## src/design/tpc_pkg.sv

```systemverilog
// Shared types, constants and register codes of the turn PID controller.
`default_nettype none

package tpc_pkg;

  // Heading samples and targets, degrees with 8 fractional bits.
  localparam int HEADING_WIDTH   = 20;
  // Control period in milliseconds, default for the top-level parameter.
  localparam int TICK_MS_DEFAULT = 10;

  localparam int GAIN_WIDTH   = 16;
  localparam int LIMIT_WIDTH  = 15;
  localparam int TOL_WIDTH    = 16;
  localparam int RANGE_WIDTH  = 18;
  localparam int INTEG_WIDTH  = 18;
  localparam int MS_WIDTH     = 18;
  localparam int POWER_WIDTH  = 16;

  // Time budget rules and the integral step of 0.01 in 16 fractional bits.
  localparam logic [MS_WIDTH-1:0] MS_MAX        = '1;
  localparam logic [MS_WIDTH-1:0] BUDGET_MIN_MS = 18'd700;
  localparam int BUDGET_MS_PER_DEG = 27;
  localparam int BUDGET_BIG_ERR    = 20 * 256;
  localparam int INTEG_STEP        = 655;

  // Configuration port.
  localparam int REG_ADDR_WIDTH = 5;
  localparam int REG_DATA_WIDTH = 32;
  localparam logic [2:0] REG_KP_GAIN         = 3'd0;
  localparam logic [2:0] REG_KI_GAIN         = 3'd1;
  localparam logic [2:0] REG_KD_GAIN         = 3'd2;
  localparam logic [2:0] REG_POWER_LIMIT     = 3'd3;
  localparam logic [2:0] REG_ERROR_TOLERANCE = 3'd4;
  localparam logic [2:0] REG_RATE_TOLERANCE  = 3'd5;
  localparam logic [2:0] REG_INTEGRAL_START  = 3'd6;
  localparam logic [2:0] REG_INTEGRAL_RANGE  = 3'd7;

  typedef enum logic {
    OP_START = 1'b0,
    OP_TICK  = 1'b1
  } op_t;

  typedef struct packed {
    op_t                             operation;
    logic signed [HEADING_WIDTH-1:0] target;
    logic signed [HEADING_WIDTH-1:0] heading;
  } in_item_t;

  typedef struct packed {
    logic signed [POWER_WIDTH-1:0] drive_power;
    logic                          finished;
  } out_item_t;

  typedef struct packed {
    logic [GAIN_WIDTH-1:0]  kp_gain;
    logic [GAIN_WIDTH-1:0]  ki_gain;
    logic [GAIN_WIDTH-1:0]  kd_gain;
    logic [LIMIT_WIDTH-1:0] power_limit;
    logic [TOL_WIDTH-1:0]   error_tolerance;
    logic [TOL_WIDTH-1:0]   rate_tolerance;
    logic [TOL_WIDTH-1:0]   integral_start;
    logic [RANGE_WIDTH-1:0] integral_range;
  } cfg_t;

endpackage

`default_nettype wire

```

## src/design/turn_pid_controller.sv

```systemverilog
// Top level of the turn PID controller: turn state, control pipeline and result register.
//
// Usage: configure the gains, the power limit and the tolerances through the APB-style
// port while the block is idle. Items arrive on item/item_valid/item_stall. A start item
// latches the target and sets up the turn and its time budget; it returns zero power, with
// finished high when the heading is already on target. Each tick item carries a heading
// sample and returns the clamped drive power, with finished high on the tick that ends the
// turn. Ticks outside a turn return zero power with finished high.
// A result is presented on result/result_valid after its item passes the input register,
// the operand register and the stages below. Throughput: one item per cycle unless stalled,
// set by the turn state being updated as an item leaves the first stage; the three gain
// products, the sum and the rounding and clamp each take one further register stage.
// When the receiver holds result_stall, the result register keeps its item and the
// stages behind it fill up; item_stall rises only once every stage holds an item.
// Reset (rst, synchronous) clears the turn state, empties the pipeline and restores the
// register defaults.
`default_nettype none

module turn_pid_controller #(
  parameter int TICK_MS = tpc_pkg::TICK_MS_DEFAULT
) (
  input  wire logic                                clk,
  input  wire logic                                rst,
  // Item channel.
  input  wire logic                                item_valid,
  output logic                                     item_stall,
  input  wire tpc_pkg::in_item_t                   item,
  // Result channel.
  output logic                                     result_valid,
  input  wire logic                                result_stall,
  output tpc_pkg::out_item_t                       result,
  // Configuration port.
  input  wire logic                                psel,
  input  wire logic                                penable,
  input  wire logic                                pwrite,
  input  wire logic [tpc_pkg::REG_ADDR_WIDTH-1:0]  paddr,
  input  wire logic [tpc_pkg::REG_DATA_WIDTH-1:0]  pwdata,
  output logic      [tpc_pkg::REG_DATA_WIDTH-1:0]  prdata,
  output logic                                     pready
);

  localparam int HW     = tpc_pkg::HEADING_WIDTH;
  localparam int EW     = HW + 1;
  localparam int DW     = HW + 2;
  localparam int IW     = tpc_pkg::INTEG_WIDTH;
  localparam int MW     = tpc_pkg::MS_WIDTH;
  localparam int PWR_W  = tpc_pkg::POWER_WIDTH;
  localparam int GW     = tpc_pkg::GAIN_WIDTH + 1;
  localparam int KP_W   = GW + EW;
  localparam int KD_W   = GW + DW;
  localparam int KI_W   = GW + IW;
  localparam int SUM_W  = KD_W + 1;
  localparam int TR_W   = SUM_W - 8;
  localparam int CMP_W  = (DW > tpc_pkg::TOL_WIDTH) ? DW : tpc_pkg::TOL_WIDTH;
  localparam int BP_W   = EW + 5;
  localparam int BQ_W   = BP_W - 8;
  localparam int BC_W   = (BQ_W > MW) ? BQ_W : MW;

  tpc_pkg::cfg_t cfg;

  tpc_cfg_regs u_cfg_regs (
    .clk     (clk),
    .rst     (rst),
    .psel    (psel),
    .penable (penable),
    .pwrite  (pwrite),
    .paddr   (paddr),
    .pwdata  (pwdata),
    .prdata  (prdata),
    .pready  (pready),
    .cfg     (cfg)
  );

  // Turn state.
  logic signed [HW-1:0] target_heading;
  logic signed [EW-1:0] previous_error;
  logic signed [IW-1:0] integral_sum;
  logic [MW-1:0]        elapsed_ms;
  logic [MW-1:0]        time_budget_ms;
  logic                 running;

  // Pipeline occupancy and readiness, from the result register back to the input.
  logic s1_valid, s2_valid, s3_valid, s4_valid;
  logic r_out, r4, r3, r2, r1;
  logic adv1;

  assign r_out      = !result_valid || !result_stall;
  assign r4         = !s4_valid || r_out;
  assign r3         = !s3_valid || r4;
  assign r2         = !s2_valid || r3;
  assign r1         = !s1_valid || r2;
  assign item_stall = !r1;
  assign adv1       = s1_valid && r2;

  // Stage 1: input register.
  tpc_pkg::in_item_t s1_item;

  // Error, error change and their magnitudes.
  logic                 is_start;
  logic signed [HW-1:0] tgt_sel;
  logic signed [EW-1:0] err;
  logic signed [DW-1:0] diff;
  logic [EW-1:0]        err_mag;
  logic [DW-1:0]        diff_mag;
  logic                 err_zero;

  assign is_start = (s1_item.operation == tpc_pkg::OP_START);
  assign tgt_sel  = is_start ? s1_item.target : target_heading;
  assign err      = {tgt_sel[HW-1], tgt_sel} - {s1_item.heading[HW-1], s1_item.heading};
  assign diff     = {err[EW-1], err} - {previous_error[EW-1], previous_error};
  assign err_mag  = err[EW-1] ? -err : err;
  assign diff_mag = diff[DW-1] ? -diff : diff;
  assign err_zero = (err == '0);

  // Time budget of a new turn: a floor for small errors, else a rate per degree.
  logic [BP_W-1:0]  budget_prod;
  logic [BC_W-1:0]  budget_q;
  logic [MW-1:0]    budget_new;
  logic             big_err;

  assign big_err     = CMP_W'(err_mag) >= CMP_W'(tpc_pkg::BUDGET_BIG_ERR);
  assign budget_prod = BP_W'(err_mag) * BP_W'(tpc_pkg::BUDGET_MS_PER_DEG);
  assign budget_q    = BC_W'(budget_prod[BP_W-1:8]);
  always_comb begin
    if (!big_err) begin
      budget_new = tpc_pkg::BUDGET_MIN_MS;
    end else if (budget_q > BC_W'(tpc_pkg::MS_MAX)) begin
      budget_new = tpc_pkg::MS_MAX;
    end else begin
      budget_new = budget_q[MW-1:0];
    end
  end

  // Elapsed time with saturation, and the finish decision of a tick.
  logic [MW:0]   elapsed_sum;
  logic [MW-1:0] elapsed_new;
  logic          tick_fin;

  assign elapsed_sum = {1'b0, elapsed_ms} + (MW+1)'(TICK_MS);
  assign elapsed_new = elapsed_sum[MW] ? tpc_pkg::MS_MAX : elapsed_sum[MW-1:0];
  assign tick_fin    = ((CMP_W'(err_mag) < CMP_W'(cfg.error_tolerance))
                        && (CMP_W'(diff_mag) <= CMP_W'(cfg.rate_tolerance)))
                       || (elapsed_new > time_budget_ms);

  // Integral step near the target, saturated, then cleared on a zero error or a sign change.
  logic [IW-1:0]        integ_mag;
  logic signed [IW:0]   integ_ext;
  logic signed [IW:0]   integ_step;
  logic signed [IW-1:0] integ_sat;
  logic signed [IW-1:0] integ_acc;
  logic signed [IW-1:0] integ_new;
  logic                 integ_on;
  logic                 sign_break;

  assign integ_mag = integral_sum[IW-1] ? -integral_sum : integral_sum;
  assign integ_ext = {integral_sum[IW-1], integral_sum};
  assign integ_on  = (integ_mag < cfg.integral_range)
                     && (CMP_W'(err_mag) < CMP_W'(cfg.integral_start));
  always_comb begin
    if (err_zero) begin
      integ_step = integ_ext;
    end else if (err[EW-1]) begin
      integ_step = integ_ext - (IW+1)'(tpc_pkg::INTEG_STEP);
    end else begin
      integ_step = integ_ext + (IW+1)'(tpc_pkg::INTEG_STEP);
    end
  end
  always_comb begin
    if (integ_step[IW] != integ_step[IW-1]) begin
      integ_sat = integ_step[IW] ? {1'b1, {(IW-1){1'b0}}} : {1'b0, {(IW-1){1'b1}}};
    end else begin
      integ_sat = integ_step[IW-1:0];
    end
  end
  assign integ_acc  = integ_on ? integ_sat : integral_sum;
  assign sign_break = err_zero || (previous_error == '0)
                      || (err[EW-1] != previous_error[EW-1]);
  assign integ_new  = sign_break ? '0 : integ_acc;

  // Stage 2 payload: operands of the products and the result flags.
  logic signed [EW-1:0] s2_err;
  logic signed [DW-1:0] s2_diff;
  logic signed [IW-1:0] s2_integ;
  logic                 s2_zero;
  logic                 s2_fin;

  // Stage 3 payload: the three gain products.
  logic signed [KP_W-1:0] s3_kp;
  logic signed [KD_W-1:0] s3_kd;
  logic signed [KI_W-1:0] s3_ki;
  logic                   s3_zero;
  logic                   s3_fin;

  // Stage 4 payload: the sum of the terms.
  logic signed [SUM_W-1:0] s4_sum;
  logic                    s4_zero;
  logic                    s4_fin;

  // Integral term truncated toward zero to 8 fractional bits, then the sum.
  logic [KI_W-1:0]          ki_adj;
  logic signed [KI_W-9:0]   ki_trunc;
  logic signed [SUM_W-1:0]  sum_next;

  assign ki_adj   = s3_ki + (s3_ki[KI_W-1] ? KI_W'(255) : KI_W'(0));
  assign ki_trunc = ki_adj[KI_W-1:8];
  assign sum_next = SUM_W'(s3_kp) + SUM_W'(s3_kd) + SUM_W'(ki_trunc);

  // Power: the sum truncated toward zero and clamped to the limit.
  logic [SUM_W-1:0]        sum_adj;
  logic signed [TR_W-1:0]  power_raw;
  logic signed [TR_W-1:0]  lim_pos;
  logic signed [TR_W-1:0]  lim_neg;
  logic signed [TR_W-1:0]  power_clamp;
  tpc_pkg::out_item_t      result_next;

  assign sum_adj   = s4_sum + (s4_sum[SUM_W-1] ? SUM_W'(255) : SUM_W'(0));
  assign power_raw = sum_adj[SUM_W-1:8];
  assign lim_pos   = TR_W'({1'b0, cfg.power_limit});
  assign lim_neg   = -lim_pos;
  always_comb begin
    if (power_raw > lim_pos) begin
      power_clamp = lim_pos;
    end else if (power_raw < lim_neg) begin
      power_clamp = lim_neg;
    end else begin
      power_clamp = power_raw;
    end
    result_next.drive_power = s4_zero ? '0 : power_clamp[PWR_W-1:0];
    result_next.finished    = s4_fin;
  end

  // Pipeline valid flags.
  always_ff @(posedge clk) begin
    if (rst) begin
      s1_valid     <= 1'b0;
      s2_valid     <= 1'b0;
      s3_valid     <= 1'b0;
      s4_valid     <= 1'b0;
      result_valid <= 1'b0;
    end else begin
      if (r1) begin
        s1_valid <= item_valid;
      end
      if (r2) begin
        s2_valid <= s1_valid;
      end
      if (r3) begin
        s3_valid <= s2_valid;
      end
      if (r4) begin
        s4_valid <= s3_valid;
      end
      if (r_out) begin
        result_valid <= s4_valid;
      end
    end
  end

  // Turn state update as an item leaves the first stage.
  always_ff @(posedge clk) begin
    if (rst) begin
      target_heading <= '0;
      previous_error <= '0;
      integral_sum   <= '0;
      elapsed_ms     <= '0;
      time_budget_ms <= '0;
      running        <= 1'b0;
    end else if (adv1) begin
      if (is_start) begin
        target_heading <= s1_item.target;
        previous_error <= err;
        integral_sum   <= '0;
        elapsed_ms     <= '0;
        time_budget_ms <= budget_new;
        running        <= !err_zero;
      end else if (running) begin
        previous_error <= err;
        integral_sum   <= integ_new;
        elapsed_ms     <= elapsed_new;
        if (tick_fin) begin
          running <= 1'b0;
        end
      end
    end
  end

  // Payload registers of every stage.
  always_ff @(posedge clk) begin
    if (r1 && item_valid) begin
      s1_item <= item;
    end
    if (adv1) begin
      s2_err   <= err;
      s2_diff  <= diff;
      s2_integ <= integ_new;
      s2_zero  <= is_start || !running;
      if (is_start) begin
        s2_fin <= err_zero;
      end else begin
        s2_fin <= !running || tick_fin;
      end
    end
    if (r3 && s2_valid) begin
      s3_kp   <= $signed({1'b0, cfg.kp_gain}) * s2_err;
      s3_kd   <= $signed({1'b0, cfg.kd_gain}) * s2_diff;
      s3_ki   <= $signed({1'b0, cfg.ki_gain}) * s2_integ;
      s3_zero <= s2_zero;
      s3_fin  <= s2_fin;
    end
    if (r4 && s3_valid) begin
      s4_sum  <= sum_next;
      s4_zero <= s3_zero;
      s4_fin  <= s3_fin;
    end
    if (r_out && s4_valid) begin
      result <= result_next;
    end
  end

  // Checks on the turn state and the power clamp.
  logic signed [PWR_W:0] chk_power;
  logic signed [PWR_W:0] chk_limit;

  assign chk_power = {result.drive_power[PWR_W-1], result.drive_power};
  assign chk_limit = (PWR_W+1)'({1'b0, cfg.power_limit});

  a_power_in_limit: assert property (@(posedge clk) disable iff (rst)
    result_valid |-> (chk_power <= chk_limit) && (chk_power >= -chk_limit))
    else $error("drive power outside the configured limit");

  a_stop_on_item: assert property (@(posedge clk) disable iff (rst)
    (!$past(rst) && $fell(running)) |-> $past(adv1))
    else $error("turn ended without an item leaving the first stage");

  a_integral_cleared: assert property (@(posedge clk) disable iff (rst)
    (previous_error == '0) |-> (integral_sum == '0))
    else $error("integral held with a zero previous error");

  a_start_clears: assert property (@(posedge clk) disable iff (rst)
    (adv1 && is_start) |=> (elapsed_ms == '0) && (integral_sum == '0))
    else $error("start item did not clear elapsed time and integral");

endmodule

`default_nettype wire

```

## src/design/tpc_cfg_regs.sv

```systemverilog
// Configuration register file of the turn PID controller behind an APB-style port.
`default_nettype none

module tpc_cfg_regs (
  input  wire logic                                clk,
  input  wire logic                                rst,
  input  wire logic                                psel,
  input  wire logic                                penable,
  input  wire logic                                pwrite,
  input  wire logic [tpc_pkg::REG_ADDR_WIDTH-1:0]  paddr,
  input  wire logic [tpc_pkg::REG_DATA_WIDTH-1:0]  pwdata,
  output logic      [tpc_pkg::REG_DATA_WIDTH-1:0]  prdata,
  output logic                                     pready,
  output tpc_pkg::cfg_t                            cfg
);

  logic [2:0] reg_index;
  logic       wr_en;

  // Registers sit on word addresses; pready is tied high, so the access phase has no wait states.
  assign reg_index = paddr[tpc_pkg::REG_ADDR_WIDTH-1:2];
  assign pready    = 1'b1;
  assign wr_en     = psel && penable && pwrite && pready;

  // Register writes, with the documented reset values.
  always_ff @(posedge clk) begin
    if (rst) begin
      cfg.kp_gain         <= 16'd179;
      cfg.ki_gain         <= 16'd0;
      cfg.kd_gain         <= 16'd128;
      cfg.power_limit     <= 15'd25600;
      cfg.error_tolerance <= 16'd256;
      cfg.rate_tolerance  <= 16'd26;
      cfg.integral_start  <= 16'd15360;
      cfg.integral_range  <= 18'd65536;
    end else if (wr_en) begin
      case (reg_index)
        tpc_pkg::REG_KP_GAIN:         cfg.kp_gain         <= pwdata[15:0];
        tpc_pkg::REG_KI_GAIN:         cfg.ki_gain         <= pwdata[15:0];
        tpc_pkg::REG_KD_GAIN:         cfg.kd_gain         <= pwdata[15:0];
        tpc_pkg::REG_POWER_LIMIT:     cfg.power_limit     <= pwdata[14:0];
        tpc_pkg::REG_ERROR_TOLERANCE: cfg.error_tolerance <= pwdata[15:0];
        tpc_pkg::REG_RATE_TOLERANCE:  cfg.rate_tolerance  <= pwdata[15:0];
        tpc_pkg::REG_INTEGRAL_START:  cfg.integral_start  <= pwdata[15:0];
        tpc_pkg::REG_INTEGRAL_RANGE:  cfg.integral_range  <= pwdata[17:0];
        default: begin
        end
      endcase
    end
  end

  // Read data, zero-extended to the bus width.
  always_comb begin
    case (reg_index)
      tpc_pkg::REG_KP_GAIN:         prdata = 32'(cfg.kp_gain);
      tpc_pkg::REG_KI_GAIN:         prdata = 32'(cfg.ki_gain);
      tpc_pkg::REG_KD_GAIN:         prdata = 32'(cfg.kd_gain);
      tpc_pkg::REG_POWER_LIMIT:     prdata = 32'(cfg.power_limit);
      tpc_pkg::REG_ERROR_TOLERANCE: prdata = 32'(cfg.error_tolerance);
      tpc_pkg::REG_RATE_TOLERANCE:  prdata = 32'(cfg.rate_tolerance);
      tpc_pkg::REG_INTEGRAL_START:  prdata = 32'(cfg.integral_start);
      tpc_pkg::REG_INTEGRAL_RANGE:  prdata = 32'(cfg.integral_range);
      default:                      prdata = '0;
    endcase
  end

endmodule

`default_nettype wire

```

## config.mk

```make
export PLATFORM = sky130hd
export DESIGN_NAME = turn_pid_controller
export DESIGN_NICKNAME = d
export VERILOG_FILES = /design/src/design/tpc_pkg.sv /design/src/design/turn_pid_controller.sv /design/src/design/tpc_cfg_regs.sv
export SDC_FILE = /design/constraint.sdc
export NUM_CORES = 2
export LEC_CHECK = 0
export BUFFER_PORTS_ARGS = -buffer_cell sky130_fd_sc_hd__buf_2
export CORE_ASPECT_RATIO = 0.8
export CORE_MARGIN = 2
export CORE_UTILIZATION = 70
export CTS_CLUSTER_SIZE = 14
export DETAILED_ROUTE_END_ITERATION = 10
export GPL_TIMING_DRIVEN = 0
export PLACE_DENSITY = 0.84
export SETUP_SLACK_MARGIN = 0.2
export SLEW_MARGIN = 20
export SYNTH_ARGS = -nofsm -noshare
export SYNTH_HDL_FRONTEND = slang
export SYNTH_SLANG_ARGS = --single-unit
```

## constraint.sdc

```tcl
create_clock -name clk -period 12.32 [get_ports clk]
set_input_delay 0.616 -clock clk [delete_from_list [all_inputs] [get_ports clk]]
set_output_delay 0.616 -clock clk [all_outputs]
set_load 0.05 [all_outputs]
```

==> summary.txt <==
Status = completed
Worst R2R End = running
Most used cell, CP = clkbuf_1
Reg2reg setup slack = 2090 ps
Ys Warns = 0
Final Max Slew Viols = 0
Chip width = 355.0 um
Sw frac = 49.88%
DRT Wirelength = 210.8 mm
Pin count of the biggest net entering global routing = 45
Async S/R FF share, synth = 0%
Die height = 284.8 um
Total global routing overflow = 0
Vias in the first global route = 56.21k
Cell Area, Synth = 69010 sq um
Drt first pass iters = 7
Clk slew on worst S/H paths = 80 ps
Period utilisation layout = 83.03%
Post-Synthesis Cells = 7582
Crit path time final = 10230 ps
First-pass GRT wire length = 325.0 mm
Worst path slowest cell = a32oi_1
Combinational Power Share = 69.7%
XOR/XNOR Fraction of Synth Area = 4.408%
VDD IR max = 0.4894 mV
Post-CTS Setup Inserts = 0
Initial Util = 70.96%
Clock buffer depth = 3
Total Power = 13.88 mW
Adder-Cell Fraction of Synth Area = 41.07%
Overall routing resource usage = 42.33%
Setup Crit Path Kind = reg -> reg
RR Startpoint = s1_item[40]
Most frequent cells in the layout = inv_1 (1552), fa_1 (1045), nand2_1 (1035)
H-Tree Depth = 2
Crit path from = s1_item[40]
Int Power = 6.955 mW
Max-cap violations = 0
Hold WS = 91.72 ps
GP Congestion = 1.047
Iter 0 DRT Violations = 6255
Seq pwr share = 17.7%
R2R depth = 35
CP Capture Type = flop
Routed via count = 55.41k
Syn Area/Cell = 9.102 sq um
Number of routed nets with antenna violations = 0
Largest family of logic cells by synthesized area = adder cells
Share of layout cells above drive strength 1 = 4.438%
Synthesized-area fraction occupied by and/or/nand/nor cells = 14.93%
Clock network fraction of total power = 12.6%
Setup Skew = 97.17 ps
Slowest stage delay, CP = 900 ps
EDFF count, synth = 277
Vias/cell = 6.083
IO Count = 137
CP required = 12860 ps
Inserted Clock Buffers = 55
Peak Freq = 97.76 MHz
RSZ-0062 raised after global routing = no
Tightest Pin Transition = 1272 ps
CORE AREA = 97250 sq um
Commonest non-fill, non-tap cell in the layout = inv_1
Final #Nets = 9467
Rel. slew slack = 15.21%
Die ar. = 101100 sq um
Power per cell area = 189.3 nW/um^2
Port Buf Inserts = 87
Remaining DRCs = 0
Fin util = 75.37%
Yosys reg bits = 507
Netlist cell types = 114
Final Hold Vio Count = 0
NetSw = 6.920 mW
Complex-gate fraction of the synthesized area = 9.669%
Critical path capture point = running
TritonCTS clock tree = done
Antenna violations before repair = 22
CTS resizes = 0
Min-Delay Path Depth = 1
Site row count = 102
Clock latency on the worst-skew pair = 700 ps
Hold Crit Class = in -> reg
Number of hold buffers added after CTS = 0
Arr. time, crit path = 10770 ps
Register area share after synthesis = 18.73%
Synth-to-layout area growth = 6.213%
Mux share of post-synthesis cell area = 0.9265%
Wire length per cell = 23.14 um
Final setup fails = 0
Root buf cell = clkbuf_16
Startpoint types = flop
Setup TNS = 0 ps
Pleak = 33.23 nW
Crit path max fanout = 10
Sink Count = 507
Ys flop type = edfxtp_1
DP HPWL = 172.3 mm
-- cell usage after synthesis (18+ instances only) --
master | instances | area (sq um)
inv_1 | 1552 | 5826
fa_1 | 1045 | 20920
nand2_1 | 1035 | 3885
ha_1 | 588 | 7357
and2_1 | 432 | 2703
a21oi_1 | 364 | 1822
edfxtp_1 | 277 | 8318
nor2_1 | 275 | 1032
xnor2_1 | 255 | 2233
clkbuf_1 | 248 | 930.9
dfxtp_1 | 230 | 4604
o21ai_0 | 135 | 675.7
a21o_1 | 98 | 735.7
nor3_1 | 83 | 415.4
nand3_1 | 79 | 395.4
xor2_1 | 76 | 665.6
o21a_1 | 56 | 420.4
nand4_1 | 44 | 275.3
and3_1 | 42 | 262.8
nand2b_1 | 40 | 250.2
nor2b_1 | 37 | 231.5
a22o_1 | 35 | 306.5
o211ai_1 | 34 | 255.2
a211oi_1 | 31 | 232.7
mux2i_1 | 29 | 290.3
a31oi_1 | 24 | 150.1
o21bai_1 | 23 | 172.7
mux2_2 | 21 | 236.5
a221oi_1 | 19 | 166.4
nor4_1 | 19 | 118.9
a22oi_1 | 18 | 135.1
-- kinds of logic after synthesis --
group                      Yosys count
muxes                               55
buffers and inverters             1857
AOI/OAI and AO/OA                 1010
xor gates and xnor gates           338
adders and majority gates         1639
DFF                                507
other                                2
and+or+nand+nor                   2174
-- metal layers --
metal / GRT usage, % / vias up / part of all wire [%]
met4: 15.85 / 14 / 4.6
met3: 12.62 / 554 / 14
li1: - / 24236 / -
met5: 0 / - / 0.046
met2: 61.92 / 3365 / 42
met1: 59.88 / 27239 / 39
-- how the worst min path moves through the flow --
stage	startpoint	endpoint	slack, ps
floorplan	s4_fin	result[0]	400
global placement	s3_fin	s4_fin	410
detailed placement	s4_fin	result[0]	420
CTS	item[5]	s1_item[5]	80
global route	item[5]	s1_item[5]	80
finish	item[17]	s1_item[17]	90
-- power groups by stage --
stage	logic (mW)	clock network, mW	registers, mW
after floorplan	6.86	0	2.34
after global routing	10.7	1.81	2.45
after detailed placement	9.33	0	2.47
after CTS	9.46	1.73	2.43
after global placement	8.98	0	2.47
final	9.68	1.74	2.45
-- sequential cells by signal, summed over array words and instances, names as in the netlist, 20 cells and up --
register / count
s3_ki: 35
s2_diff: 22
s2_err: 21
s1_item: 41
s4_sum: 40
s3_kd: 39
s3_kp: 38
target_heading: 20
previous_error: 21
u_cfg_regs.cfg: 129
-- worst max-delay path, delay by kind of cell, from the launching register on --
family,cells,cell delay [ps]
XOR/XNOR,1,150
flip-flops,1,350
adder cells (fa/ha/maj),3,1070
buffers and inverters,6,2210
multiplexers,1,420
AO/OA/AOI/OAI,18,4250
AND/OR/NAND/NOR,6,1630
-- stage by stage --
stage | instance area, sq um | worst slack (ps) | std cells
3_3_place_gp | 71120 | 2089 | 8982
6_report | 73300 | 2090 | 9109
5_1_grt | 73280 | 1674 | 9102
3_5_place_dp | 71380 | 2422 | 8991
2_1_floorplan | 69060 | 3961 | 7595
4_1_cts | 73240 | 2355 | 9095
-- area by class of cell --
class | count | area, sq um
multi-input combinational | 5231 | 49140
timing repair buffer | 97 | 638.1
clock buffer | 66 | 1438
sequential | 507 | 12920
tap | 1300 | 1627
clock inverter | 38 | 416.7
antenna | 13 | 32.53
inverter | 1556 | 5842
buffer | 301 | 1245
fill | 6926 | 23950
(Power assumes the default switching activity.)
